--- config.mk ---
export PLATFORM = sky130hd
export DESIGN_NAME = periodic_task_selector
export DESIGN_NICKNAME = d
export VERILOG_FILES = /design/src/sv/pts_pkg.sv /design/src/sv/periodic_task_selector.sv
export SDC_FILE = /design/constraint.sdc
export NUM_CORES = 1
export LEC_CHECK = 0
export BUFFER_PORTS_ARGS = -buffer_cell sky130_fd_sc_hd__buf_2
export CAP_MARGIN = 20
export CORE_ASPECT_RATIO = 0.6
export CORE_MARGIN = 2
export CORE_UTILIZATION = 55
export DETAILED_ROUTE_END_ITERATION = 6
export PLACE_DENSITY = 0.76
export SETUP_SLACK_MARGIN = 0.2
export SLEW_MARGIN = 20
export SYNTH_ARGS = -nofsm -noshare
export SYNTH_HDL_FRONTEND = slang
export SYNTH_SLANG_ARGS = --single-unit
--- constraint.sdc ---
create_clock -name clk -period 7.1 [get_ports clk]
set_clock_uncertainty 0.05 [all_clocks]
set_input_delay 0 -clock clk [delete_from_list [all_inputs] [get_ports clk]]
set_output_delay 0 -clock clk [all_outputs]
set_load 0.05 [all_outputs]
--- src/sv/pts_pkg.sv ---
// ----------------------------------------------------------------------------
// Periodic task selector package
// Shared widths, reset values, register indexes and sequencer states.
// ----------------------------------------------------------------------------
`default_nettype none

package pts_pkg;

  localparam int TICK_W       = 16;
  localparam int TC_W         = 3;
  localparam int CFG_IDX_W    = 3;
  localparam int OUT_TASK_W   = 2;
  localparam int PERIOD_REGS  = 4;
  localparam int MAX_TASKS_DEF = 4;

  localparam logic [TC_W-1:0]   TASK_COUNT_RST   = 3'd4;
  localparam logic [TICK_W-1:0] OVERRUN_RST      = 16'd32768;
  localparam logic [TICK_W-1:0] PERIOD_RST       = 16'd1000;
  localparam logic [TICK_W-1:0] SLEEP_START      = '1;

  // Configuration register indexes
  localparam logic [CFG_IDX_W-1:0] CFG_TASK_COUNT    = 3'd0;
  localparam logic [CFG_IDX_W-1:0] CFG_OVERRUN_LIMIT = 3'd1;
  localparam logic [CFG_IDX_W-1:0] CFG_PERIOD0       = 3'd2;
  localparam logic [CFG_IDX_W-1:0] CFG_PERIOD1       = 3'd3;
  localparam logic [CFG_IDX_W-1:0] CFG_PERIOD2       = 3'd4;
  localparam logic [CFG_IDX_W-1:0] CFG_PERIOD3       = 3'd5;

  typedef enum logic [1:0] {
    ST_IDLE,
    ST_UPD,
    ST_SCAN,
    ST_FIN
  } pts_state_t;

endpackage

`default_nettype wire

--- src/sv/periodic_task_selector.sv ---
// ----------------------------------------------------------------------------
// Periodic task selector
// Fixed-priority selection of the next periodic task on each completion.
// ----------------------------------------------------------------------------
// Each request reports that the current task finished at timer value
// in_now_ticks. The block adds that task's period to its due time, then walks
// the tasks from task 0 upward through one shared 16-bit adder: the first
// task whose wrapped lateness is below overrun_limit wins at once, otherwise
// the task with the smallest wrapped sleep wins, and the current task stays
// if none beats 65535. The walk visits 1 to task_count tasks, clamped to
// MAX_TASKS, and none when task_count is zero; it reads one due time per
// cycle. The next request can be taken in the cycle after the result is
// loaded. in_stall is high from acceptance until the result is loaded. A
// result still stalled in the output register holds the sequencer in its
// final state until it drains. A result waits in the output register while
// the next request is taken.
`default_nettype none

module periodic_task_selector
  import pts_pkg::*;
#(
  parameter int MAX_TASKS = MAX_TASKS_DEF
) (
  input  wire logic                  clk,
  input  wire logic                  rst_n,
  input  wire logic                  cfg_we,
  input  wire logic [CFG_IDX_W-1:0]  cfg_index,
  input  wire logic [TICK_W-1:0]     cfg_wdata,
  input  wire logic                  in_valid,
  output logic                       in_stall,
  input  wire logic [TICK_W-1:0]     in_now_ticks,
  output logic                       out_valid,
  input  wire logic                  out_stall,
  output logic [OUT_TASK_W-1:0]      out_next_task,
  output logic [TICK_W-1:0]          out_run_at,
  output logic                       out_ready_now
);

  localparam int TASK_W = (MAX_TASKS > 1) ? $clog2(MAX_TASKS) : 1;
  localparam int CW0    = $clog2(MAX_TASKS + 1);
  localparam int CW     = (CW0 > TC_W) ? CW0 : TC_W;

  // Configuration registers
  logic [TC_W-1:0]   task_count_r;
  logic [TICK_W-1:0] overrun_limit_r;
  logic [TICK_W-1:0] period_r [PERIOD_REGS];

  // Task state
  logic [TICK_W-1:0] due_r [MAX_TASKS];
  logic [TASK_W-1:0] cur_r;

  // Sequencer and working registers
  pts_state_t        state_r, state_nxt;
  logic [TICK_W-1:0] now_r;
  logic [TASK_W-1:0] idx_r, idx_nxt;
  logic [TASK_W-1:0] sel_r, sel_nxt;
  logic [TICK_W-1:0] sleep_min_r, sleep_min_nxt;

  // Output register
  logic                  out_valid_r;
  logic [OUT_TASK_W-1:0] out_task_r;
  logic [TICK_W-1:0]     out_run_r;
  logic                  out_ready_r;

  // Datapath signals
  logic [TASK_W-1:0] rd_addr;
  logic [TICK_W-1:0] rd_data;
  logic [TICK_W-1:0] cur_period;
  logic [TICK_W-1:0] op_a, op_b, alu_sum;
  logic              op_cin;
  logic              is_upd;
  logic              below_limit;
  logic [TICK_W-1:0] sleep_val;
  logic              sleep_less;
  logic [CW-1:0]     count_eff;
  logic              count_zero;
  logic              idx_last;
  logic              accept;
  logic              out_free;
  logic              due_we;
  logic              out_load;
  logic [TASK_W+OUT_TASK_W-1:0] sel_ext;

  assign accept   = in_valid && !in_stall;
  assign out_free = !out_valid_r || !out_stall;

  // Clamp the active task count to the table depth
  always_comb begin
    if (CW'(task_count_r) > CW'(MAX_TASKS)) begin
      count_eff = CW'(MAX_TASKS);
    end else begin
      count_eff = CW'(task_count_r);
    end
  end
  assign count_zero = (count_eff == '0);
  assign idx_last   = ((CW'(idx_r) + CW'(1)) == count_eff);

  // Select the single due-time read address
  always_comb begin
    case (state_r)
      ST_UPD:  rd_addr = cur_r;
      ST_SCAN: rd_addr = idx_r;
      ST_FIN:  rd_addr = sel_r;
      default: rd_addr = cur_r;
    endcase
  end
  assign rd_data = due_r[rd_addr];

  // Period of the current task; tasks without a register get zero
  always_comb begin
    cur_period = '0;
    for (int k = 0; k < PERIOD_REGS; k++) begin
      if (32'(cur_r) == 32'(k)) begin
        cur_period = period_r[k];
      end
    end
  end

  // Shared adder: due + period while updating, now - due otherwise
  assign is_upd  = (state_r == ST_UPD);
  assign op_a    = is_upd ? rd_data : now_r;
  assign op_b    = is_upd ? cur_period : ~rd_data;
  assign op_cin  = !is_upd;
  assign alu_sum = op_a + op_b + TICK_W'(op_cin);

  assign below_limit = (alu_sum < overrun_limit_r);
  assign sleep_val   = ~alu_sum + TICK_W'(1);
  assign sleep_less  = (sleep_val < sleep_min_r);

  // Next state
  always_comb begin
    state_nxt = state_r;
    case (state_r)
      ST_IDLE: begin
        if (accept) begin
          state_nxt = ST_UPD;
        end
      end
      ST_UPD: begin
        state_nxt = count_zero ? ST_FIN : ST_SCAN;
      end
      ST_SCAN: begin
        if (below_limit || idx_last) begin
          state_nxt = ST_FIN;
        end
      end
      ST_FIN: begin
        if (out_free) begin
          state_nxt = ST_IDLE;
        end
      end
      default: state_nxt = ST_IDLE;
    endcase
  end

  // Sequencer outputs and working register updates
  always_comb begin
    in_stall      = 1'b1;
    due_we        = 1'b0;
    out_load      = 1'b0;
    idx_nxt       = idx_r;
    sel_nxt       = sel_r;
    sleep_min_nxt = sleep_min_r;
    case (state_r)
      ST_IDLE: begin
        in_stall      = 1'b0;
        idx_nxt       = '0;
        sel_nxt       = cur_r;
        sleep_min_nxt = SLEEP_START;
      end
      ST_UPD: begin
        due_we = 1'b1;
      end
      ST_SCAN: begin
        if (below_limit) begin
          sel_nxt = idx_r;
        end else begin
          if (sleep_less) begin
            sleep_min_nxt = sleep_val;
            sel_nxt       = idx_r;
          end
          idx_nxt = idx_r + TASK_W'(1);
        end
      end
      ST_FIN: begin
        out_load = out_free;
      end
      default: begin
        in_stall = 1'b1;
      end
    endcase
  end

  // Control registers
  always_ff @(posedge clk) begin
    if (!rst_n) begin
      state_r     <= ST_IDLE;
      cur_r       <= '0;
      out_valid_r <= 1'b0;
    end else begin
      state_r <= state_nxt;
      if (out_load) begin
        cur_r       <= sel_r;
        out_valid_r <= 1'b1;
      end else if (!out_stall) begin
        out_valid_r <= 1'b0;
      end
    end
  end

  // Configuration writes; unknown indexes drop
  always_ff @(posedge clk) begin
    if (!rst_n) begin
      task_count_r    <= TASK_COUNT_RST;
      overrun_limit_r <= OVERRUN_RST;
      for (int k = 0; k < PERIOD_REGS; k++) begin
        period_r[k] <= PERIOD_RST;
      end
    end else if (cfg_we) begin
      case (cfg_index)
        CFG_TASK_COUNT:    task_count_r    <= cfg_wdata[TC_W-1:0];
        CFG_OVERRUN_LIMIT: overrun_limit_r <= cfg_wdata;
        CFG_PERIOD0:       period_r[0]     <= cfg_wdata;
        CFG_PERIOD1:       period_r[1]     <= cfg_wdata;
        CFG_PERIOD2:       period_r[2]     <= cfg_wdata;
        CFG_PERIOD3:       period_r[3]     <= cfg_wdata;
        default: ;
      endcase
    end
  end

  // Due times: cleared at reset, one write per request
  always_ff @(posedge clk) begin
    if (!rst_n) begin
      for (int k = 0; k < MAX_TASKS; k++) begin
        due_r[k] <= '0;
      end
    end else if (due_we) begin
      due_r[cur_r] <= alu_sum;
    end
  end

  // Working registers
  always_ff @(posedge clk) begin
    if (accept) begin
      now_r <= in_now_ticks;
    end
    idx_r       <= idx_nxt;
    sel_r       <= sel_nxt;
    sleep_min_r <= sleep_min_nxt;
  end

  // Result register
  assign sel_ext = {{OUT_TASK_W{1'b0}}, sel_r};
  always_ff @(posedge clk) begin
    if (out_load) begin
      out_task_r  <= sel_ext[OUT_TASK_W-1:0];
      out_run_r   <= rd_data;
      out_ready_r <= below_limit;
    end
  end

  assign out_valid     = out_valid_r;
  assign out_next_task = out_task_r;
  assign out_run_at    = out_run_r;
  assign out_ready_now = out_ready_r;

endmodule

`default_nettype wire

Word level (Yosys, flattened, before mapping)
Memory sizes are Yosys's and may differ from the RTL's.
Cells that the tools add are included.
- bits in writable memories: 128
- output and inout port bits: 21
- memories: 2
- word-level logic and storage cells: 118
- input bits: 40
- flip-flop bits (word level): 79
- muxes and demuxes: 53
- equal/unequal tests: 19
- magnitude comparators: 3
- bitwise operators: 6
- $add $sub $neg: 5
- reductions and logical operators: 18
- memory list (memory ; depth ; bits a word ; rd ports ; clocked after Yosys merged registers in ; wr ports ; RTL line ; text):
    due_r ; 4 ; 16 ; 1 ; 0 ; 4 ; periodic_task_selector.sv:49 ; logic [TICK_W-1:0] due_r [MAX_TASKS];
    period_r ; 4 ; 16 ; 4 ; 0 ; 4 ; periodic_task_selector.sv:46 ; logic [TICK_W-1:0] period_r [PERIOD_REGS];
- operators with widths (operator ; number):
    two-way mux 16 bit ; 13
    < comparator 16 bit ; 2
    inverter 16 bit ; 2
    one-hot mux 16 bit (2 select lines) ; 1
    two-way mux 1 bit ; 27
    adder 16 x 1 -> 16 bit ; 1
    adder 16 x 1 -> 16 bit (second input constant) ; 1
    adder 16 bit ; 1
    OR reduction 16 bit ; 1
    two-way mux 2 bit ; 7
    one-hot mux 2 bit (2 select lines) ; 3
    inequality test 2 bit (second input constant) ; 5
    == test 2 bit (second input constant) ; 4
    one-hot mux 2 bit (4 select lines) ; 1
    AND reduction 2 bit ; 4
    == test 3 x 2 -> 1 bit (second input constant) ; 2
    == test 3 bit (second input constant) ; 2
    zero test 3 bit ; 2
    AND reduction 3 bit ; 2
    == test 2 x 1 -> 1 bit (second input constant) ; 2
    zero test 2 bit ; 2
    OR 1 bit ; 4
    adder 2 x 1 -> 3 bit (second input constant) ; 1
    == test 3 x 1 -> 1 bit (second input constant) ; 1
    other kinds (10) ; 13

Logic depth before layout (Yosys ltp)
Gate-level depths: netlist (run 1).
- word-level depth: 14
- mapped depth: 29
- gate-level depth less buffers: 27

Least setup slack after synthesis (run 1)
Ideal clock, no wire load.
- path type: flip-flop to flip-flop
- from: register state_r[0]
- to: register sleep_min_r[0] (enable)
- arrival: 7.036 ns
- setup slack: -0.400 ns
- clock period less this slack: 7.500 ns
- setup time: 0.414 ns
- data required time: 6.636 ns
- path buffers: 1
- cell stages (with the launch flop): 24
- cells stage by stage: dfxtp_1 inv_1 ha_1 o31ai_2 buf_2 mux4_2 o21ai_0 o21ai_0 fa_1 fa_1 nor2b_1 o2111ai_1 a31oi_1 a21oi_1 nor3_1 nand4_1 a2111oi_4 xnor2_1 ha_1 and3_1 a21oi_1 o21ai_0 a21o_1 a211oi_1
- word-level cells in the longest chain between the ends: 12
- elaborated cells on any way between the ends: 20
- those cells by class: add/sub (3); order compare (2); eq/ne (5); mux (3); bitwise (2); reduce/logical (4); memory (1)
- ends and longest elaborated chain (element ; RTL line ; text):
    start: declaration ; periodic_task_selector.sv:53 ; pts_state_t state_r, state_nxt;
    start signal: assignment ; periodic_task_selector.sv:201 ; state_r <= state_nxt;
    == test 2 bit ; periodic_task_selector.sv:100 ; case (state_r)
    one-hot mux 2 bit (2 select lines) * ; periodic_task_selector.sv:100 ;
    memory (4 x 16 bit) * ; - ;
    via rd_data[0] ; periodic_task_selector.sv:67 ; logic [TICK_W-1:0] rd_data;
    inverter 16 bit ; periodic_task_selector.sv:122 ; assign op_b = is_upd ? cur_period : ~rd_data;
    two-way mux 16 bit ; periodic_task_selector.sv:122 ;
    adder 16 bit * ; periodic_task_selector.sv:124 ; assign alu_sum = op_a + op_b + TICK_W'(op_cin);
    adder 16 x 1 -> 16 bit * ; periodic_task_selector.sv:124 ;
    inverter 16 bit * ; periodic_task_selector.sv:127 ; assign sleep_val = ~alu_sum + TICK_W'(1);
    adder 16 x 1 -> 16 bit * ; periodic_task_selector.sv:127 ;
    via sleep_val[15] ; periodic_task_selector.sv:73 ; logic [TICK_W-1:0] sleep_val;
    < comparator 16 bit * ; periodic_task_selector.sv:128 ; assign sleep_less = (sleep_val < sleep_min_r);
    inequality test 2 bit (no line) * ; - ;
    AND reduction 3 bit (no line) * ; - ;
    end signal: assignment ; periodic_task_selector.sv:250 ; sleep_min_r <= sleep_min_nxt;
    end: declaration ; periodic_task_selector.sv:57 ; logic [TICK_W-1:0] sleep_min_r, sleep_min_nxt;
Mark *: on every way through the listed nets, which the timed path passes. The rest lies on a longest branch.
A chain may end at the register's enable or synchronous reset.

Final worst setup path (run 1)
- from: register state_r[0]
- to: register sleep_min_r[10] (enable)
Same word-level chain as after synthesis.

==> results of run 1 <==
==> Yosys cell counts (10+ instances only) <==
cell type / number
edfxtp_1: 183
nand2_1: 81
inv_1: 66
nor2_1: 66
ha_1: 51
o21ai_0: 46
and2_1: 45
clkbuf_1: 34
a21oi_1: 33
or3_1: 26
dfxtp_1: 24
mux2_2: 22
a21boi_0: 18
nor2b_1: 17
mux4_2: 16
nand2b_1: 16
xnor2_1: 15
mux2i_1: 14
nor3_1: 12
a21o_1: 10
xor2_1: 10
==> path summary, 6_finish.rpt <==
| check | depth (start not counted) | slack (ps) | to | start |
|---|---|---|---|---|
| setup / recovery | 25 | 520 | sleep_min_r[10]$_SDFFCE_PP1P_ | state_r[0]$_SDFFE_PN0P_ |
| hold / removal | 3 | 90 | period_r[2][4]$_SDFFCE_PN0P_ | cfg_index[0] |
| setup reg to reg | 25 | 520 | sleep_min_r[10]$_SDFFCE_PP1P_ | state_r[0]$_SDFFE_PN0P_ |
| hold reg to reg | 2 | 410 | overrun_limit_r[0]$_SDFFE_PN0P_ | overrun_limit_r[0]$_SDFFE_PN0P_ |
==> metal layers <==
metal  vias to the layer above  GRT usage (%)
met2                       387           39.6
met3                        38           6.08
li1                       3487              -
met4                         0           3.84
met5                         -              0
met1                      3640           41.8
==> logic make-up (layout without fill, tap and decap cells) <==
group | Yosys count | in the layout
AO/OA/AOI/OAI | 160 | 160
AND/OR/NAND/NOR | 303 | 303
flip-flops | 207 | 207
buffers and inverters | 106 | 223
adder cells (fa/ha/maj) | 53 | 53
multiplexers | 52 | 52
XOR/XNOR | 25 | 25
==> worst register-to-register path, stage by stage (launching register included) <==
cell	delay [ps]
dfxtp_1	400
inv_1	130
ha_1	240
buf_4	230
nand2_1	100
o21ai_0	110
o31ai_2	140
buf_6	300
mux4_2	380
mux2_2	300
ha_1	420
a21o_1	200
a21oi_1	220
and4_1	340
o31ai_4	100
or4_1	410
a211o_1	360
a2111oi_4	330
xnor2_1	200
ha_1	310
and3_1	190
a21oi_1	100
o21ai_0	100
a21o_1	200
a211oi_4	210
buf_4	200
==> area by class of cell <==
cell class / count / share of cell area [%]
inverters: 66 / 2.00
clock buffers: 28 / 4.60
well taps: 246 / 2.48
repair buffers: 121 / 6.96
clock inverters: 8 / 0.786
multi-input cells: 593 / 35.0
flip-flops and latches: 207 / 48.1
==> per-stage QoR <==
step,setup WS [ps],cell area [µm²],cells,hold WS [ps]
floorplan,365,10600,906,48.9
global route,202,12400,1269,102
CTS,420,12300,1269,69.7
global placement,646,11300,1197,127
finish,521,12400,1269,85.5
detailed placement,447,11300,1197,128
==> repair_timing <==
| item | in CTS | in global routing |
|---|---|---|
| setup endpoints to repair | 0 | 18 |
| hold endpoints to repair | 104 | 0 |
| hold buffers | 36 | 0 |
| gates resized for setup | 0 | 17 |
| buffers inserted | 0 | 0 |
==> layout by cell type (no fill, tap or decap), types with 6 or more instances in the layout <==
| cell type | netlist | routed |
|---|---|---|
| and3_1 | 6 | 6 |
| nand3_1 | 8 | 8 |
| buf_4 | 0 | 22 |
| mux2i_1 | 14 | 13 |
| nand2b_1 | 16 | 16 |
| ha_1 | 51 | 48 |
| o21ai_0 | 46 | 39 |
| mux2_2 | 22 | 22 |
| a21oi_1 | 33 | 33 |
| buf_2 | 1 | 60 |
| nand4_1 | 7 | 7 |
| nor2b_1 | 17 | 16 |
| a22oi_1 | 8 | 8 |
| xnor2_1 | 15 | 14 |
| inv_1 | 66 | 66 |
| nor3_1 | 12 | 11 |
| a21boi_0 | 18 | 17 |
| or3_1 | 26 | 26 |
| and2_1 | 45 | 45 |
| dfxtp_1 | 24 | 24 |
| xor2_1 | 10 | 8 |
| dlygate4sd3_1 | 0 | 36 |
| mux4_2 | 16 | 16 |
| o22ai_1 | 7 | 7 |
| a21o_1 | 10 | 10 |
| clkbuf_16 | 0 | 20 |
| nand2_1 | 81 | 81 |
| o21ai_1 | 2 | 6 |
| edfxtp_1 | 183 | 183 |
| nor2_1 | 66 | 65 |
==> flip-flops by register name, indices dropped and copies added, names as in the netlist <==
name,cells
task_count_r,3
state_r,2
period_r,64
out_valid,1
out_run_at,16
due_r,64
out_ready_now,1
sel_r,2
idx_r,2
sleep_min_r,16
cur_r,2
out_next_task,2
overrun_limit_r,16
now_r,16
==> flow_summary.ini, run 1 <==
[sta]
setup-tns-final_ps = 0
min_period_ps = 6580
tightest_slew_ps = 1060
rsz0062_at_grt = no
fin_crit_sh_pct = 92.7
hold_viol = 0
report.final.slew_viol_count = 0
fmax_mhz = 152
slew_headroom_pct = 29.6
setup_viol = 0

[floorplan]
rows = 39
io_pins = 61
dieArea_um2 = 20500
die_h_um = 112
start_util_pct = 55.9
die_width_um = 183
core_um2 = 19000

[placement]
place.gp.congestion = 0.901
port_buffers = 60
hpwl_um = 18700

[synth]
yosys.area_share.simple_pct = 14.3
synth_compound_area_share_pct = 10.1
synth_top_family_by_area = simple AND/OR/NAND/NOR gates
yosysTopAreaCell = edfxtp_1
synth_nets = 999
ys_ff_latch = 207
ys.flop_type = edfxtp_1
synth-edff-count = 183
ys_warn_count = 0
ys_seq_area_share_pct = 56.3
postSynthAreaPerCell_um2 = 11.7
synth_async_sr_flop_share_pct = 0
syn_area_um2 = 10600
synth_mux_area_share_pct = 7.05
ys_top_cells_by_area = edfxtp_1 (52%), ha_1 (6.0%), dfxtp_1 (4.5%), mux4_2 (3.4%), nand2_1 (2.9%)
synth_top_area_share_pct = 51.8
ys_types = 65
synth-xor-area-share_pct = 2.06
synthAdderAreaFrac_pct = 6.39
netlist_instances = 906

[global_routing]
grt_pass1_wl_um = 41400
grt_overflow = 0
antenna_found_initial = 0
grt_usage_pct = 26.9
grt_pass1_vias = 7206
grt_max_degree = 39

[cts]
clock-root-buffer = clkbuf_16
cts_num_sinks = 207
clk_pin_slew_ps = 70
clock_latency_ps = 510
htree_levels = 1
clk_path_buf_depth = 3
cts_tree = yes
cts_buffers = 20

[critical_path]
critical_path.slowest_cell = ha_1
cpMostUsedCell = ha_1
worst_ep_arrival_time_ps = 6730
critPathMaxFanout = 26
path_delay_family = compound AO/OA/AOI/OAI gates
crit_buf_inv = 4
worstSetupEndpointType = flop
crit_required_ps = 7260
critPathMaxStageDelay_ps = 420
crit_type = flop to flop
setup.worst_path.start_class = flop

[hold_path]
hold_path.class = input port to flop

[routing]
vias = 7552
viasPerCell = 5.95
highest_layer = met4
wl_met2_um = 11300
wirelength_um = 26800
drtIter0Drc = 860
wl_per_cell_um = 21.1
wl_met3_um = 2940
first_pass_iters = 6
ant_nets = 0
wl_met1_um = 12200
route.detailed.drc = 0

[outcome]
status = completed

[final_layout]
diodes = 0
fillCellCount = 1429
syn_to_final_growth_pct = 17.0
drive_above_1_share_pct = 17.5
fin_util_pct = 65.4
multi_input_area_um2 = 4350
layout.nets = 1102
regArea_um2 = 5980

[job]
cap_violations = 0
Power of run 1 is not shown: default switching activity piles up to over one toggle a cycle in this logic, so the estimate is an artifact.
==> run 2, diff against run 1 <==
--- a/config.mk
+++ b/config.mk
@@ -9,9 +9,8 @@
 export CAP_MARGIN = 20
 export CORE_ASPECT_RATIO = 0.6
 export CORE_MARGIN = 2
-export CORE_UTILIZATION = 55
+export CORE_UTILIZATION = 35
 export DETAILED_ROUTE_END_ITERATION = 6
-export PLACE_DENSITY = 0.76
 export SETUP_SLACK_MARGIN = 0.2
 export SLEW_MARGIN = 20
 export SYNTH_ARGS = -nofsm -noshare
==> constraint.sdc (replaced) <==
create_clock -name clk -period 6.8 [get_ports clk]
set_clock_uncertainty 0.05 [all_clocks]
set_input_delay 0 -clock clk [delete_from_list [all_inputs] [get_ports clk]]
set_output_delay 0 -clock clk [all_outputs]
set_load 0.05 [all_outputs]
==> flow_summary.ini, run 2 (synthesis results as in run 1) <==
[outcome]
status = completed

[critical_path]
crit_required_ps = 6970
setup.worst_path.start_class = flop
worst_ep_arrival_time_ps = 6520
reg2reg_slack_ps = 450
worstSetupEndpointType = flop
rr_worst_depth = 27
crit_type = flop to flop
critPathMaxFanout = 6
r2r-end = sleep_min_r[11]$_SDFFCE_PP1P_
crit-reg2reg-launch = state_r[0]$_SDFFE_PN0P_

[sta]
holdWs_ps = 56.1
slew_headroom_pct = 26.0
tightest_slew_ps = 1110
report.final.slew_viol_count = 0
fin_crit_sh_pct = 93.4
hold_viol = 0
setup-tns-final_ps = 0
fmax_mhz = 157
rsz0062_at_grt = no
setup_viol = 0
min_period_ps = 6350

[cts]
clk_path_buf_depth = 3
htree_levels = 1
cts_buffers = 21
clock_latency_ps = 520
clock-root-buffer = clkbuf_16
cts_tree = yes
cts_num_sinks = 207
clk_pin_slew_ps = 70

[routing]
viasPerCell = 5.09
ant_nets = 0
route.detailed.drc = 0
wirelength_um = 29000
vias = 7350
wl_per_cell_um = 20.1
first_pass_iters = 5
drtIter0Drc = 758

[final_layout]
diodes = 0
top_regs = due_r (64), period_r (64)
layout_common_cells = edfxtp_1 (183), nand2_1 (81), inv_1 (65), nor2_1 (65), buf_2 (60)
syn_to_final_growth_pct = 19.9
mostFrequentLayoutCell = edfxtp_1
layout.nets = 1115
drive_above_1_share_pct = 19.4

[floorplan]
rows = 49
die_width_um = 229
start_util_pct = 35.5
die_h_um = 139
core_um2 = 29900
dieArea_um2 = 31800
io_pins = 61

[global_routing]
antenna_found_initial = 0
grt_pass1_vias = 7291
grt_max_degree = 39
grt_pass1_wl_um = 44400
grt_overflow = 0
grt_usage_pct = 18.4

[placement]
hpwl_um = 20800
port_buffers = 60
place.gp.congestion = 0.888

[job]
cap_violations = 0

[hold_path]
hold_path.class = input port to flop
hp-start = cfg_index[0]
min_to = period_r[2][8]$_SDFFCE_PN1P_
whs_path_depth = 2
run 2: repair_timing:
item                       in CTS  in global routing
hold buffers                   35                  0
hold endpoints to repair      101                  0
resized for setup               0                 23
setup buffers                   0                  1
setup endpoints to repair       0                 18
run 2: metrics by stage:
| step | instance area, µm² | std cells | util [%] | worst slack (ps) |
|---|---|---|---|---|
| after floorplan | 10600 | 906 | - | 225 |
| after CTS | 12600 | 1443 | 42.2 | 235 |
| final | 12700 | 1444 | 42.5 | 449 |
| after global routing | 12700 | 1444 | 42.5 | 235 |
| after global placement | 11600 | 1371 | 38.8 | 360 |
| after detailed placement | 11600 | 1371 | 38.8 | 256 |
run 2: worst max-delay path by stage:
stage / startpoint / end / slack [ps] / cells after the start
3_3_place_gp: state_r[1]$_SDFFE_PN0P_ / sleep_min_r[10]$_SDFFCE_PP1P_ / 360 / 27
6_report: state_r[0]$_SDFFE_PN0P_ / sleep_min_r[11]$_SDFFCE_PP1P_ / 450 / 27
2_1_floorplan: state_r[1]$_SDFFE_PN0P_ / sleep_min_r[0]$_SDFFCE_PP1P_ / 230 / 25
3_5_place_dp: state_r[0]$_SDFFE_PN0P_ / sleep_min_r[10]$_SDFFCE_PP1P_ / 260 / 25
5_1_grt: state_r[0]$_SDFFE_PN0P_ / sleep_min_r[11]$_SDFFCE_PP1P_ / 230 / 27
4_1_cts: state_r[0]$_SDFFE_PN0P_ / sleep_min_r[1]$_SDFFCE_PP1P_ / 230 / 25
run 2: worst max-delay path, cell delays in order, from the launching register on:
cell       delay, ps
dfxtp_2          390
inv_2             80
ha_4             180
nor2b_1          140
o21ai_1          220
o31ai_4          140
mux4_2           520
o21ai_0          180
o21ai_0          130
fa_1             430
fa_2             370
nor2b_1          180
o2111ai_1        180
a31oi_1          210
a21oi_1           80
nor3_1           200
buf_4            170
nand4_1          150
buf_4            190
a2111oi_4        320
xnor2_1          220
ha_1             330
and3_1           190
a21oi_1          100
o21ai_0          100
a21o_1           210
a211oi_4         190
buf_4            200
run 2: layer usage:
layer	wire (µm)	vias up	global-route usage [%]
li1	-	3509	-
met5	0	-	0
met1	15000	3572	29.7
met4	397	0	2.84
met2	11600	241	25.7
met3	2020	28	3.50
run 2: final cells by class:
type | count | area (µm²)
repair buffers | 133 | 956
clock buffers | 24 | 557
fillers | 2831 | 17200
clock inverters | 13 | 124
inverters | 66 | 248
well taps | 408 | 510
flip-flops and latches | 207 | 5980
multi-input cells | 593 | 4360
Power of run 2 is left out for the same reason.
==> run 3, diff against run 2 <==
--- a/config.mk
+++ b/config.mk
@@ -11,6 +11,7 @@
 export CORE_MARGIN = 2
 export CORE_UTILIZATION = 35
 export DETAILED_ROUTE_END_ITERATION = 6
+export PLACE_DENSITY = 0.49
 export SETUP_SLACK_MARGIN = 0.2
 export SLEW_MARGIN = 20
 export SYNTH_ARGS = -nofsm -noshare
==> flow_summary.ini, run 3 (synthesis results as in run 1) <==
[critical_path]
crit_chain = ha_4, buf_4, o31ai_4, mux4_2, o21ai_0, o21ai_0, fa_2, fa_1, nor2b_1, o2111ai_1, and4_1, o31ai_2, nor2_1, o31a_1, a2111oi_4, xnor2_1, ha_1, and3_1, a21oi_1, o21ai_0, a21o_1, a211oi_4, buf_4
critical_path.slowest_cell = mux4_2
critPathMaxStageDelay_ps = 610
crit_required_ps = 6980
critPathMaxFanout = 7
reg2reg_slack_ps = 470
setup.worst_path.start_class = flop
worstSetupEndpointType = flop
crit_type = flop to flop
worst_ep_arrival_time_ps = 6510
cpMostUsedCell = o21ai_0

[sta]
tightest_slew_ps = 1080
report.final.slew_viol_count = 0
holdWs_ps = 52.8
rsz0062_at_grt = no
min_period_ps = 6330
fin_crit_sh_pct = 93.1
setup_viol = 0
setup-tns-final_ps = 0
hold_viol = 0
fmax_mhz = 158
fin_ws_ps = 468
slew_headroom_pct = 27.8

[final_layout]
top_regs = due_r (64), period_r (64)
drive_above_1_share_pct = 18.8
mostFrequentLayoutCell = edfxtp_1
layout.nets = 1114
instances_no_fill = 1446
syn_to_final_growth_pct = 20.4
layout_common_cells = edfxtp_1 (183), nand2_1 (81), nor2_1 (66)
fillCellCount = 2876

[floorplan]
rows = 49
core_um2 = 29900
die_h_um = 139
dieArea_um2 = 31800
start_util_pct = 35.5
io_pins = 61
die_width_um = 229

[placement]
port_buffers = 60
pre_cts_ws_ps = 225
hpwl_um = 21100
place.gp.congestion = 0.891
dp_cells = 1367

[cts]
clk_path_buf_depth = 3
cts_tree = yes
htree_levels = 1
cts_num_sinks = 207
clock-root-buffer = clkbuf_16
clock_latency_ps = 540
cts_buffers = 22
clk_pin_slew_ps = 70

[routing]
viasPerCell = 5.06
ant_nets = 0
first_pass_iters = 5
route.detailed.drc = 0
wl_per_cell_um = 21.0
vias = 7313
drtIter0Drc = 553
wirelength_um = 30300

[global_routing]
grt_pass1_wl_um = 45800
antenna_found_initial = 1
grt_pass1_vias = 7281
grt_usage_pct = 19.2
grt_overflow = 0
grt_max_degree = 39

[outcome]
status = completed

[hold_path]
hold_path.class = input port to flop

[job]
cap_violations = 0
-- run 3: final timing paths --
| kind | to | depth (start not counted) | startpoint |
|---|---|---|---|
| worst min-delay path | period_r[2][7]$_SDFFCE_PN1P_ | 3 | cfg_index[0] |
| worst min register to register | overrun_limit_r[11]$_SDFFE_PN0P_ | 2 | overrun_limit_r[11]$_SDFFE_PN0P_ |
| worst max-delay path | sleep_min_r[13]$_SDFFCE_PP1P_ | 23 | state_r[1]$_SDFFE_PN0P_ |
| worst max register to register | sleep_min_r[13]$_SDFFCE_PP1P_ | 23 | state_r[1]$_SDFFE_PN0P_ |
-- run 3: repair_timing --
item / in CTS / in global routing
endpoints found under the hold margin: 102 / 0
hold buffers: 36 / 0
setup buffers: 0 / 1
endpoints found under the setup margin: 10 / 18
pin swaps: 0 / 1
resized for setup: 2 / 21
-- run 3: routing by layer --
layer	vias to the layer above	wire length (µm)	global-route usage (%)
li1	3504	-	-
met1	3579	15900	30.8
met2	197	11600	25.9
met3	33	2330	4.98
met4	0	436	3.11
met5	-	0	0
-- run 3: worst max-delay path: cells and delay by family (launching register included) --
family / cells / cell delay, ps
AO/OA/AOI/OAI: 11 / 2370
adder cells (fa/ha/maj): 4 / 1340
AND/OR/NAND/NOR: 4 / 720
multiplexers: 1 / 610
flip-flops: 1 / 380
buffers and inverters: 2 / 360
XOR/XNOR: 1 / 210
-- run 3: per-stage QoR --
step,util [%],instance area (µm²)
finish,42.7,12800
floorplan,-,10600
global placement,38.7,11600
global route,42.7,12800
CTS,42.4,12700
detailed placement,38.7,11600
-- run 3: final cells by class --
class	count	area (µm²)	area share [%]
Antenna cell	1	2.50	0.0196
Sequential cell	207	5980	46.8
Inverter	66	248	1.94
Tap cell	408	510	3.99
Timing Repair Buffer	131	947	7.41
Clock inverter	13	133	1.04
Clock buffer	27	599	4.69
Multi-Input combinational cell	593	4360	34.1
Power of run 3 is left out for the same reason.
